### src/hdl/rrq_pkg.sv
// Shared types and constants for the reference ring queue.
// Holds operation and status codes, controller states and the command struct.
// No dependencies.
package rrq_pkg;

    localparam int unsigned DEPTH_DEFAULT = 16;

    localparam int unsigned KIND_W   = 3;
    localparam int unsigned ELEM_W   = 32;
    localparam int unsigned STATUS_W = 2;
    localparam int unsigned FILL_W   = 5;
    localparam int unsigned CFG_W    = 5;
    localparam int unsigned CNT_W    = 32;

    typedef enum logic [KIND_W-1:0] {
        KIND_TAKE      = 3'd0,
        KIND_PUT_TAIL  = 3'd1,
        KIND_PUT_HEAD  = 3'd2,
        KIND_PEEK      = 3'd3,
        KIND_FLUSH     = 3'd4,
        KIND_CLR_STATS = 3'd5
    } t_kind;

    typedef enum logic [STATUS_W-1:0] {
        STATUS_OK    = 2'd0,
        STATUS_EMPTY = 2'd1,
        STATUS_FULL  = 2'd2
    } t_status;

    typedef enum logic [1:0] {
        S_IDLE = 2'd0,
        S_EXEC = 2'd1,
        S_RESP = 2'd2
    } t_state;

    // Commands from the controller to the datapath.
    typedef struct packed {
        logic load;   // capture the accepted item
        logic exec;   // perform the captured operation
    } t_dp_cmd;

endpackage

### src/hdl/rrq_in_if.sv
// Input channel of the reference ring queue: valid/ready handshake with one item.
// No dependencies.
interface rrq_in_if;
    logic        valid;
    logic        ready;
    logic [2:0]  kind;
    logic [31:0] element;

    modport source (output valid, output kind, output element, input ready);
    modport sink   (input valid, input kind, input element, output ready);
endinterface

### src/hdl/rrq_out_if.sv
// Result channel of the reference ring queue: valid/ready handshake with one item.
// No dependencies.
interface rrq_out_if;
    logic        valid;
    logic        ready;
    logic [1:0]  status;
    logic [31:0] element_out;
    logic [4:0]  fill_count;
    logic [4:0]  low_watermark;
    logic        is_full;
    logic        nonempty;
    logic [31:0] put_total;
    logic [31:0] take_total;
    logic [31:0] peek_total;
    logic [31:0] empty_total;
    logic [31:0] full_total;

    modport source (
        output valid, output status, output element_out, output fill_count,
        output low_watermark, output is_full, output nonempty, output put_total,
        output take_total, output peek_total, output empty_total, output full_total,
        input ready
    );
    modport sink (
        input valid, input status, input element_out, input fill_count,
        input low_watermark, input is_full, input nonempty, input put_total,
        input take_total, input peek_total, input empty_total, input full_total,
        output ready
    );
endinterface

### src/hdl/rrq_ctrl.sv
// Controller of the reference ring queue: accept, execute, respond.
// Depends on rrq_pkg.
module rrq_ctrl
    import rrq_pkg::*;
(
    input  logic    i_clk,
    input  logic    i_rst_n,
    input  logic    i_in_valid,
    input  logic    i_out_ready,
    output logic    o_in_ready,
    output logic    o_out_valid,
    output t_dp_cmd o_cmd
);

    t_state r_state;
    t_state n_state;

    always_ff @(posedge i_clk) begin
        if (!i_rst_n) begin
            r_state <= S_IDLE;
        end else begin
            r_state <= n_state;
        end
    end

    always_comb begin
        n_state = r_state;
        unique case (r_state)
            S_IDLE: begin
                if (i_in_valid) n_state = S_EXEC;
            end
            S_EXEC: n_state = S_RESP;
            S_RESP: begin
                if (i_out_ready) n_state = S_IDLE;
            end
            default: n_state = S_IDLE;
        endcase
    end

    always_comb begin
        o_in_ready  = 1'b0;
        o_out_valid = 1'b0;
        o_cmd       = '0;
        unique case (r_state)
            S_IDLE: begin
                o_in_ready = 1'b1;
                o_cmd.load = i_in_valid;
            end
            S_EXEC: o_cmd.exec = 1'b1;
            S_RESP: o_out_valid = 1'b1;
            default: ;
        endcase
    end

endmodule

### src/hdl/rrq_dp.sv
// Datapath of the reference ring queue: slot store, pointers, watermark, counters.
// Depends on rrq_pkg.
module rrq_dp
    import rrq_pkg::*;
#(
    parameter int unsigned DEPTH = DEPTH_DEFAULT
) (
    input  logic                i_clk,
    input  logic                i_rst_n,
    input  t_dp_cmd             i_cmd,
    input  logic [KIND_W-1:0]   i_kind,
    input  logic [ELEM_W-1:0]   i_element,
    input  logic                i_cfg_wr_en,
    input  logic [CFG_W-1:0]    i_cfg_wr_data,
    output logic [STATUS_W-1:0] o_status,
    output logic [ELEM_W-1:0]   o_element_out,
    output logic [FILL_W-1:0]   o_fill_count,
    output logic [FILL_W-1:0]   o_low_watermark,
    output logic                o_is_full,
    output logic                o_nonempty,
    output logic [CNT_W-1:0]    o_put_total,
    output logic [CNT_W-1:0]    o_take_total,
    output logic [CNT_W-1:0]    o_peek_total,
    output logic [CNT_W-1:0]    o_empty_total,
    output logic [CNT_W-1:0]    o_full_total
);

    localparam int unsigned IDX_W = (DEPTH > 1) ? $clog2(DEPTH) : 1;
    localparam int unsigned CAP_W = $clog2(DEPTH + 1);
    localparam int unsigned NCNT  = 5;
    localparam int unsigned CNT_PUT   = 0;
    localparam int unsigned CNT_TAKE  = 1;
    localparam int unsigned CNT_PEEK  = 2;
    localparam int unsigned CNT_EMPTY = 3;
    localparam int unsigned CNT_FULL  = 4;

    logic [ELEM_W-1:0] r_mem [DEPTH];
    logic [ELEM_W-1:0] r_rd_data;

    logic [KIND_W-1:0] r_kind;
    logic [ELEM_W-1:0] r_elem;

    logic [CAP_W-1:0]  r_cap;
    logic [IDX_W-1:0]  r_head;
    logic [IDX_W-1:0]  r_tail;
    logic [CAP_W-1:0]  r_count;
    logic [CAP_W-1:0]  r_min;
    logic [CNT_W-1:0]  r_cnt [NCNT];
    t_status           r_status;
    logic              r_hit;

    logic [IDX_W-1:0]  n_head;
    logic [IDX_W-1:0]  n_tail;
    logic [CAP_W-1:0]  n_count;
    logic [CAP_W-1:0]  n_min;
    logic [CNT_W-1:0]  n_cnt [NCNT];
    t_status           n_status;
    logic              n_hit;
    logic              wr_en;
    logic [IDX_W-1:0]  wr_addr;
    logic [CAP_W-1:0]  cfg_cap;

    logic [CAP_W-1:0]  head_inc;
    logic [CAP_W-1:0]  tail_inc;
    logic [IDX_W-1:0]  head_next;
    logic [IDX_W-1:0]  head_prev;
    logic [IDX_W-1:0]  tail_next;
    logic              q_full;
    logic              q_empty;
    logic [CAP_W-1:0]  free_after;

    // Ring arithmetic wraps at the configured capacity, not at DEPTH.
    assign head_inc  = CAP_W'(r_head) + CAP_W'(1);
    assign tail_inc  = CAP_W'(r_tail) + CAP_W'(1);
    assign head_next = (head_inc >= r_cap) ? '0 : IDX_W'(head_inc);
    assign tail_next = (tail_inc >= r_cap) ? '0 : IDX_W'(tail_inc);
    assign head_prev = (r_head == '0 || CAP_W'(r_head) >= r_cap)
                     ? IDX_W'(r_cap - CAP_W'(1)) : r_head - IDX_W'(1);
    assign q_full    = (r_count >= r_cap);
    assign q_empty   = (r_count == '0);
    assign free_after = r_cap - (r_count + CAP_W'(1));

    // Clamp the written capacity into 1..DEPTH.
    always_comb begin
        if (i_cfg_wr_data == '0) begin
            cfg_cap = CAP_W'(1);
        end else if (32'(i_cfg_wr_data) > DEPTH) begin
            cfg_cap = CAP_W'(DEPTH);
        end else begin
            cfg_cap = CAP_W'(i_cfg_wr_data);
        end
    end

    always_comb begin
        n_head   = r_head;
        n_tail   = r_tail;
        n_count  = r_count;
        n_min    = r_min;
        n_status = STATUS_OK;
        n_hit    = 1'b0;
        wr_en    = 1'b0;
        wr_addr  = r_tail;
        for (int k = 0; k < NCNT; k++) begin
            n_cnt[k] = r_cnt[k];
        end
        unique case (r_kind)
            KIND_TAKE: begin
                if (q_empty) begin
                    n_status         = STATUS_EMPTY;
                    n_cnt[CNT_EMPTY] = r_cnt[CNT_EMPTY] + CNT_W'(1);
                end else begin
                    n_hit           = 1'b1;
                    n_head          = head_next;
                    n_count         = r_count - CAP_W'(1);
                    n_cnt[CNT_TAKE] = r_cnt[CNT_TAKE] + CNT_W'(1);
                end
            end
            KIND_PUT_TAIL, KIND_PUT_HEAD: begin
                if (q_full) begin
                    n_status        = STATUS_FULL;
                    n_cnt[CNT_FULL] = r_cnt[CNT_FULL] + CNT_W'(1);
                end else begin
                    wr_en = 1'b1;
                    if (r_kind == KIND_PUT_TAIL) begin
                        wr_addr = r_tail;
                        n_tail  = tail_next;
                    end else begin
                        wr_addr = head_prev;
                        n_head  = head_prev;
                    end
                    n_count = r_count + CAP_W'(1);
                    if (r_min > free_after) n_min = free_after;
                    n_cnt[CNT_PUT] = r_cnt[CNT_PUT] + CNT_W'(1);
                end
            end
            KIND_PEEK: begin
                if (q_empty) begin
                    n_status         = STATUS_EMPTY;
                    n_cnt[CNT_EMPTY] = r_cnt[CNT_EMPTY] + CNT_W'(1);
                end else begin
                    n_hit           = 1'b1;
                    n_cnt[CNT_PEEK] = r_cnt[CNT_PEEK] + CNT_W'(1);
                end
            end
            KIND_FLUSH: begin
                n_head  = '0;
                n_tail  = '0;
                n_count = '0;
            end
            KIND_CLR_STATS: begin
                for (int k = 0; k < NCNT; k++) begin
                    n_cnt[k] = '0;
                end
            end
            default: ;
        endcase
    end

    // Item capture and slot store; store contents are never reset.
    always_ff @(posedge i_clk) begin
        if (i_cmd.load) begin
            r_kind <= i_kind;
            r_elem <= i_element;
        end
        if (i_cmd.exec) begin
            r_rd_data <= r_mem[r_head];
            if (wr_en) r_mem[wr_addr] <= r_elem;
        end
    end

    always_ff @(posedge i_clk) begin
        if (!i_rst_n) begin
            r_cap    <= CAP_W'(DEPTH);
            r_head   <= '0;
            r_tail   <= '0;
            r_count  <= '0;
            r_min    <= CAP_W'(DEPTH);
            r_status <= STATUS_OK;
            r_hit    <= 1'b0;
            for (int k = 0; k < NCNT; k++) begin
                r_cnt[k] <= '0;
            end
        end else if (i_cfg_wr_en) begin
            r_cap   <= cfg_cap;
            r_head  <= '0;
            r_tail  <= '0;
            r_count <= '0;
            r_min   <= cfg_cap;
        end else if (i_cmd.exec) begin
            r_head   <= n_head;
            r_tail   <= n_tail;
            r_count  <= n_count;
            r_min    <= n_min;
            r_status <= n_status;
            r_hit    <= n_hit;
            for (int k = 0; k < NCNT; k++) begin
                r_cnt[k] <= n_cnt[k];
            end
        end
    end

    assign o_status        = r_status;
    assign o_element_out   = r_hit ? r_rd_data : '0;
    assign o_fill_count    = FILL_W'(r_count);
    assign o_low_watermark = FILL_W'(r_min);
    assign o_is_full       = (r_count == r_cap);
    assign o_nonempty      = (r_count != '0);
    assign o_put_total     = r_cnt[CNT_PUT];
    assign o_take_total    = r_cnt[CNT_TAKE];
    assign o_peek_total    = r_cnt[CNT_PEEK];
    assign o_empty_total   = r_cnt[CNT_EMPTY];
    assign o_full_total    = r_cnt[CNT_FULL];

endmodule

### src/hdl/reference_ring_queue_core.sv
// Sequencing: an accepted item is captured, executed in the execute state, and its result
//   is held valid in the respond state until taken; no new item is accepted meanwhile.
// The controller runs accept, execute and respond in turn, the slot store read being
//   registered.
// Reset (i_rst_n low, synchronous): queue empty, pointers zero, capacity DEPTH,
//   low watermark DEPTH, event counters zero. Slot contents are not cleared; no
//   clearing pass, so the block is ready in the first cycle after reset.
module reference_ring_queue_core
    import rrq_pkg::*;
#(
    parameter int unsigned DEPTH = DEPTH_DEFAULT
) (
    input  logic             i_clk,
    input  logic             i_rst_n,
    input  logic             i_cfg_wr_en,
    input  logic [CFG_W-1:0] i_cfg_wr_data,
    rrq_in_if.sink           i_item,
    rrq_out_if.source        o_result
);

    t_dp_cmd dp_cmd;

    // Sequence each item through capture, execute and result hold.
    rrq_ctrl u_ctrl (
        .i_clk       (i_clk),
        .i_rst_n     (i_rst_n),
        .i_in_valid  (i_item.valid),
        .i_out_ready (o_result.ready),
        .o_in_ready  (i_item.ready),
        .o_out_valid (o_result.valid),
        .o_cmd       (dp_cmd)
    );

    // Slot store, ring pointers, watermark and event counters. A capacity
    // write empties the queue and reloads the watermark; counters keep counting.
    rrq_dp #(
        .DEPTH (DEPTH)
    ) u_dp (
        .i_clk           (i_clk),
        .i_rst_n         (i_rst_n),
        .i_cmd           (dp_cmd),
        .i_kind          (i_item.kind),
        .i_element       (i_item.element),
        .i_cfg_wr_en     (i_cfg_wr_en),
        .i_cfg_wr_data   (i_cfg_wr_data),
        .o_status        (o_result.status),
        .o_element_out   (o_result.element_out),
        .o_fill_count    (o_result.fill_count),
        .o_low_watermark (o_result.low_watermark),
        .o_is_full       (o_result.is_full),
        .o_nonempty      (o_result.nonempty),
        .o_put_total     (o_result.put_total),
        .o_take_total    (o_result.take_total),
        .o_peek_total    (o_result.peek_total),
        .o_empty_total   (o_result.empty_total),
        .o_full_total    (o_result.full_total)
    );

endmodule

### src/flat_wrapper.sv
// flat-port wrapper written by rule: the top's interface ports become plain ports
module reference_ring_queue_core_flat import rrq_pkg::*;
#(
    parameter int unsigned DEPTH = DEPTH_DEFAULT
)
  (i_clk, i_rst_n, i_cfg_wr_en, i_cfg_wr_data, i_item_valid, i_item_kind, i_item_element, i_item_ready, o_result_valid, o_result_status, o_result_element_out, o_result_fill_count, o_result_low_watermark, o_result_is_full, o_result_nonempty, o_result_put_total, o_result_take_total, o_result_peek_total, o_result_empty_total, o_result_full_total, o_result_ready);
  rrq_in_if i_item_i ();
  rrq_out_if o_result_i ();
  input  logic i_clk;
  input  logic i_rst_n;
  input  logic i_cfg_wr_en;
  input  logic [CFG_W-1:0] i_cfg_wr_data;
  input wire logic [$bits(i_item_i.valid)-1:0] i_item_valid;
  input wire logic [$bits(i_item_i.kind)-1:0] i_item_kind;
  input wire logic [$bits(i_item_i.element)-1:0] i_item_element;
  output wire logic [$bits(i_item_i.ready)-1:0] i_item_ready;
  output wire logic [$bits(o_result_i.valid)-1:0] o_result_valid;
  output wire logic [$bits(o_result_i.status)-1:0] o_result_status;
  output wire logic [$bits(o_result_i.element_out)-1:0] o_result_element_out;
  output wire logic [$bits(o_result_i.fill_count)-1:0] o_result_fill_count;
  output wire logic [$bits(o_result_i.low_watermark)-1:0] o_result_low_watermark;
  output wire logic [$bits(o_result_i.is_full)-1:0] o_result_is_full;
  output wire logic [$bits(o_result_i.nonempty)-1:0] o_result_nonempty;
  output wire logic [$bits(o_result_i.put_total)-1:0] o_result_put_total;
  output wire logic [$bits(o_result_i.take_total)-1:0] o_result_take_total;
  output wire logic [$bits(o_result_i.peek_total)-1:0] o_result_peek_total;
  output wire logic [$bits(o_result_i.empty_total)-1:0] o_result_empty_total;
  output wire logic [$bits(o_result_i.full_total)-1:0] o_result_full_total;
  input wire logic [$bits(o_result_i.ready)-1:0] o_result_ready;
  assign i_item_i.valid = i_item_valid;
  assign i_item_i.kind = i_item_kind;
  assign i_item_i.element = i_item_element;
  assign i_item_ready = i_item_i.ready;
  assign o_result_valid = o_result_i.valid;
  assign o_result_status = o_result_i.status;
  assign o_result_element_out = o_result_i.element_out;
  assign o_result_fill_count = o_result_i.fill_count;
  assign o_result_low_watermark = o_result_i.low_watermark;
  assign o_result_is_full = o_result_i.is_full;
  assign o_result_nonempty = o_result_i.nonempty;
  assign o_result_put_total = o_result_i.put_total;
  assign o_result_take_total = o_result_i.take_total;
  assign o_result_peek_total = o_result_i.peek_total;
  assign o_result_empty_total = o_result_i.empty_total;
  assign o_result_full_total = o_result_i.full_total;
  assign o_result_i.ready = o_result_ready;
  reference_ring_queue_core #(.DEPTH(DEPTH)) u_core (.i_clk(i_clk), .i_rst_n(i_rst_n), .i_cfg_wr_en(i_cfg_wr_en), .i_cfg_wr_data(i_cfg_wr_data), .i_item(i_item_i), .o_result(o_result_i));
endmodule
### config.mk
export PLATFORM = sky130hd
export DESIGN_NAME = reference_ring_queue_core_flat
export DESIGN_NICKNAME = d
export VERILOG_FILES = /design/src/hdl/rrq_pkg.sv /design/src/hdl/rrq_in_if.sv /design/src/hdl/rrq_out_if.sv /design/src/hdl/rrq_ctrl.sv /design/src/hdl/rrq_dp.sv /design/src/hdl/reference_ring_queue_core.sv /design/src/flat_wrapper.sv
export SDC_FILE = /design/constraint.sdc
export NUM_CORES = 1
export LEC_CHECK = 0
export ABC_AREA = 1
export BUFFER_PORTS_ARGS = -buffer_cell sky130_fd_sc_hd__buf_4
export CAP_MARGIN = 20
export CORE_UTILIZATION = 45
export DETAILED_ROUTE_END_ITERATION = 6
export PLACE_DENSITY = 0.7
export SLEW_MARGIN = 20
export SYNTH_ARGS = -nofsm -noshare
export SYNTH_HDL_FRONTEND = slang
export SYNTH_SLANG_ARGS = --single-unit
### constraint.sdc
create_clock -name i_clk -period 13.35 [get_ports i_clk]
set_input_delay 3.3375 -clock i_clk [delete_from_list [all_inputs] [get_ports i_clk]]
set_output_delay 3.3375 -clock i_clk [all_outputs]
set_load 0.02 [all_outputs]
==> flow_summary.yaml <==
global_routing:
  grt_pass1_vias: 21500
  antenna_found_initial: 0
  grt_pass1_wl_um: 122000
  grt_max_degree: 237
  grt_util_all_layers_pct: 20.8
  grt_overflow: 0
drt:
  drt_iter0_drc: 2335
  drc: 0
  wl_per_cell_um: 19.2
  routed_via_density: 5.51
  routed_wl_um: 81100
  firstDrtPassIters: 5
  via_count: 23300
  ant_nets: 0
layout:
  final_cell_mix: "739 x edfxtp_1, 454 x nor2_1, 354 x nand2_1, 331 x o21ai_0, 284 x buf_4"
  fin_area_sq_um: 39400
  fin_nets: 3293
  diodes: 0
  final_core_util_pct: 53.6
  final_common_cell: "edfxtp_1"
  drive_gt1_share_pct: 15.5
  area_delta_synth_final_pct: 17.2
sta:
  setup_tns_ns: 0
  hold_viol_final: 0
  setup_ws_ns: 7.17
  fmax_mhz: 162
  max_slew_margin_pct: 22.7
  period_share_pct: 46.3
  fin_crit_ns: 6.18
  rsz0062_at_grt: "no"
  setup_viol: 0
  worst_pin_slew_ns: 1.16
  finClkSkew_ns: 0.0358
  slew_violations: 0
pwr:
  p_sw_share_pct: 22.6
  p_leak_nw: 14.4
  p_int_mw: 4.17
  max-vdd-ir-drop_mv: 0.116
  power_frac_seq_pct: 51.5
  power_density_nw_per_um2: 137
  clkPwrFrac_pct: 42.9
  pwr-share-comb_pct: 5.6
  power_mw: 5.38
  p_sw_mw: 1.22
logic_synthesis:
  ys_seq_area_share_pct: 67.7
  syn-num-nets: 3049
  syn_avg_cell_area_sq_um: 11.3
  synthSimpleGateAreaFrac_pct: 14.8
  synth_edf_count: 739
  netlist_area_sq_um: 33600
  synth-xor-area-share_pct: 1.23
  muxShareOfSynthArea_pct: 0
  synth_top_family_by_area: "simple AND/OR/NAND/NOR gates"
  ys.warnings.count: 0
  synth-compound-area-share_pct: 10.3
  syn_inst: 2965
  synthAdderAreaFrac_pct: 1.48
  yosysUniqueCellTypes: 50
  ys.flop_type: "edfxtp_1"
  ys_seq_elements: 767
  async_reset_ff_share_pct: 0
clock_tree:
  clkSlewWorstSetupHoldPaths_ns: 0.06
  numClockSinks: 767
  cts_root_buf: "clkbuf_16"
  clk_latency_ns: 0.64
  cts_resized: 0
  cts_tree: "yes"
  ctsHtreeMaxLevel: 3
  cts_buffers: 80
  hold_buffers: 0
  cts.path.max_buffers: 3
  post-cts-setup-buffer-count: 0
place:
  place_area_sq_um: 36600
  gp_congestion: 0.865
  pre_cts_ws_ns: 6.53
  io_buffers: 252
  dp_hpwl_um: 45000
die:
  num_rows: 99
  die_h_um: 275
  dieArea_sq_um: 75700
  die_w_um: 275
  io_pins: 253
  core_sq_um: 73500
  initial_core_util_pct: 45.7
status:
  status: "completed"
setup_path:
  worst_ep_arrival_time_ns: 6.69
  cp.required_ns: 13.86
  worst_setup_path_end_kind: "register"
  path_class: "in -> reg"
  critPathMaxFanout: 72
  startpoint_type: "input pin"
run:
  maxCapViolCount: 0
hold_path:
  hold_class: "reg -> reg"
==> sequential cells by signal, summed over array words and instances, names as in the netlist <==
register,count
u_core.u_dp.r_mem,512
u_core.u_dp.r_cnt,160
u_core.u_dp.r_elem,32
u_core.u_dp.r_rd_data,32
u_core.u_dp.o_fill_count,5
u_core.u_dp.o_low_watermark,5
u_core.u_dp.r_cap,5
u_core.u_dp.r_head,4
u_core.u_dp.r_tail,4
u_core.u_dp.r_kind,3
u_core.u_ctrl.r_state,2
u_core.u_dp.o_status,2
u_core.u_dp.r_hit,1
==> power groups by stage <==
| stage | clock (mW) | combinational (mW) | sequential (mW) |
|---|---|---|---|
| 4_1_cts | 2.34 | 0.300 | 2.77 |
| 3_5_place_dp | 0 | 0.299 | 2.82 |
| 5_1_grt | 2.43 | 0.329 | 2.78 |
| 2_1_floorplan | 0 | 0.142 | 2.84 |
| 6_report | 2.31 | 0.299 | 2.77 |
| 3_3_place_gp | 0 | 0.294 | 2.82 |
==> synthesized netlist by cell type (8+ instances only) <==
cell type	instances	area, sq um
buf_2	15	75.1
nor2_4	9	101
clkbuf_1	95	357
o221ai_1	48	420
ha_1	38	475
nand3_1	120	601
nand4_1	45	282
buf_1	8	30.0
nor2_1	471	1770
nor3_1	55	275
o21a_1	13	97.6
a21oi_1	92	460
inv_1	248	931
nor3_2	19	190
nor3b_2	8	100
o211ai_1	18	135
dfxtp_1	28	561
o21ai_0	331	1660
xor2_1	26	228
xnor2_1	21	184
edfxtp_1	739	22200
nand2_1	354	1330
o22ai_1	85	532
==> kinds of logic after synthesis <==
kind of cell | after synthesis
simple gates | 1124
flops | 767
compound gates | 608
buf+inv | 380
xor+xnor | 47
fa+ha+maj | 39
==> routing by layer <==
layer,vias up,routed length [um],GRT usage (%)
met5,-,0,0
met2,897,38800,34.5
li1,11100,-,-
met4,0,2320,7.21
met3,149,5600,2.87
met1,11200,34400,28.1
==> through the flow <==
step                      cells  hold slack, ns
after floorplan            2965           0.465
after CTS                  4229           0.474
after global routing       4230           0.489
after detailed placement   4085           0.458
final                      4230           0.474
after global placement     4085           0.464
==> final cells by class <==
cell class | instances | area, sq um
Clock inverter | 55 | 687
Timing Repair Buffer | 286 | 2180
Clock buffer | 89 | 2040
Inverter | 256 | 971
Multi-Input combinational cell | 1818 | 9530
Tap cell | 959 | 1200
Fill cell | 6187 | 34100
Sequential cell | 767 | 22800
==> final timing paths <==
kind	from	endpoint	slack [ns]	cells past startpoint
worst min-delay path	u_core.u_dp.o_status[1]$_SDFFE_PN0P_	u_core.u_dp.o_status[1]$_SDFFE_PN0P_	0.47	2
worst max register to register	u_core.u_dp.r_head[1]$_SDFFE_PP0P_	u_core.u_dp.r_mem[1][6]$_DFFE_PP_	8.63	12
worst min register to register	u_core.u_dp.o_status[1]$_SDFFE_PN0P_	u_core.u_dp.o_status[1]$_SDFFE_PN0P_	0.47	2
worst max-delay path	i_rst_n	u_core.u_dp.r_cnt[0][157]$_SDFFCE_PN0P_	7.17	12
==> critical path, cell delays in order <==
cell and delay (ns):
buf_4 0.12, inv_2 0.09, nor2_8 0.17, inv_4 0.09
nor2_4 0.22, inv_2 0.08, nor2_4 0.07, buf_4 0.65
clkinv_2 0.81, buf_4 0.59, a31oi_1 0.25, o21a_1 0.14
Note: power is estimated with default switching activity, not from simulation.
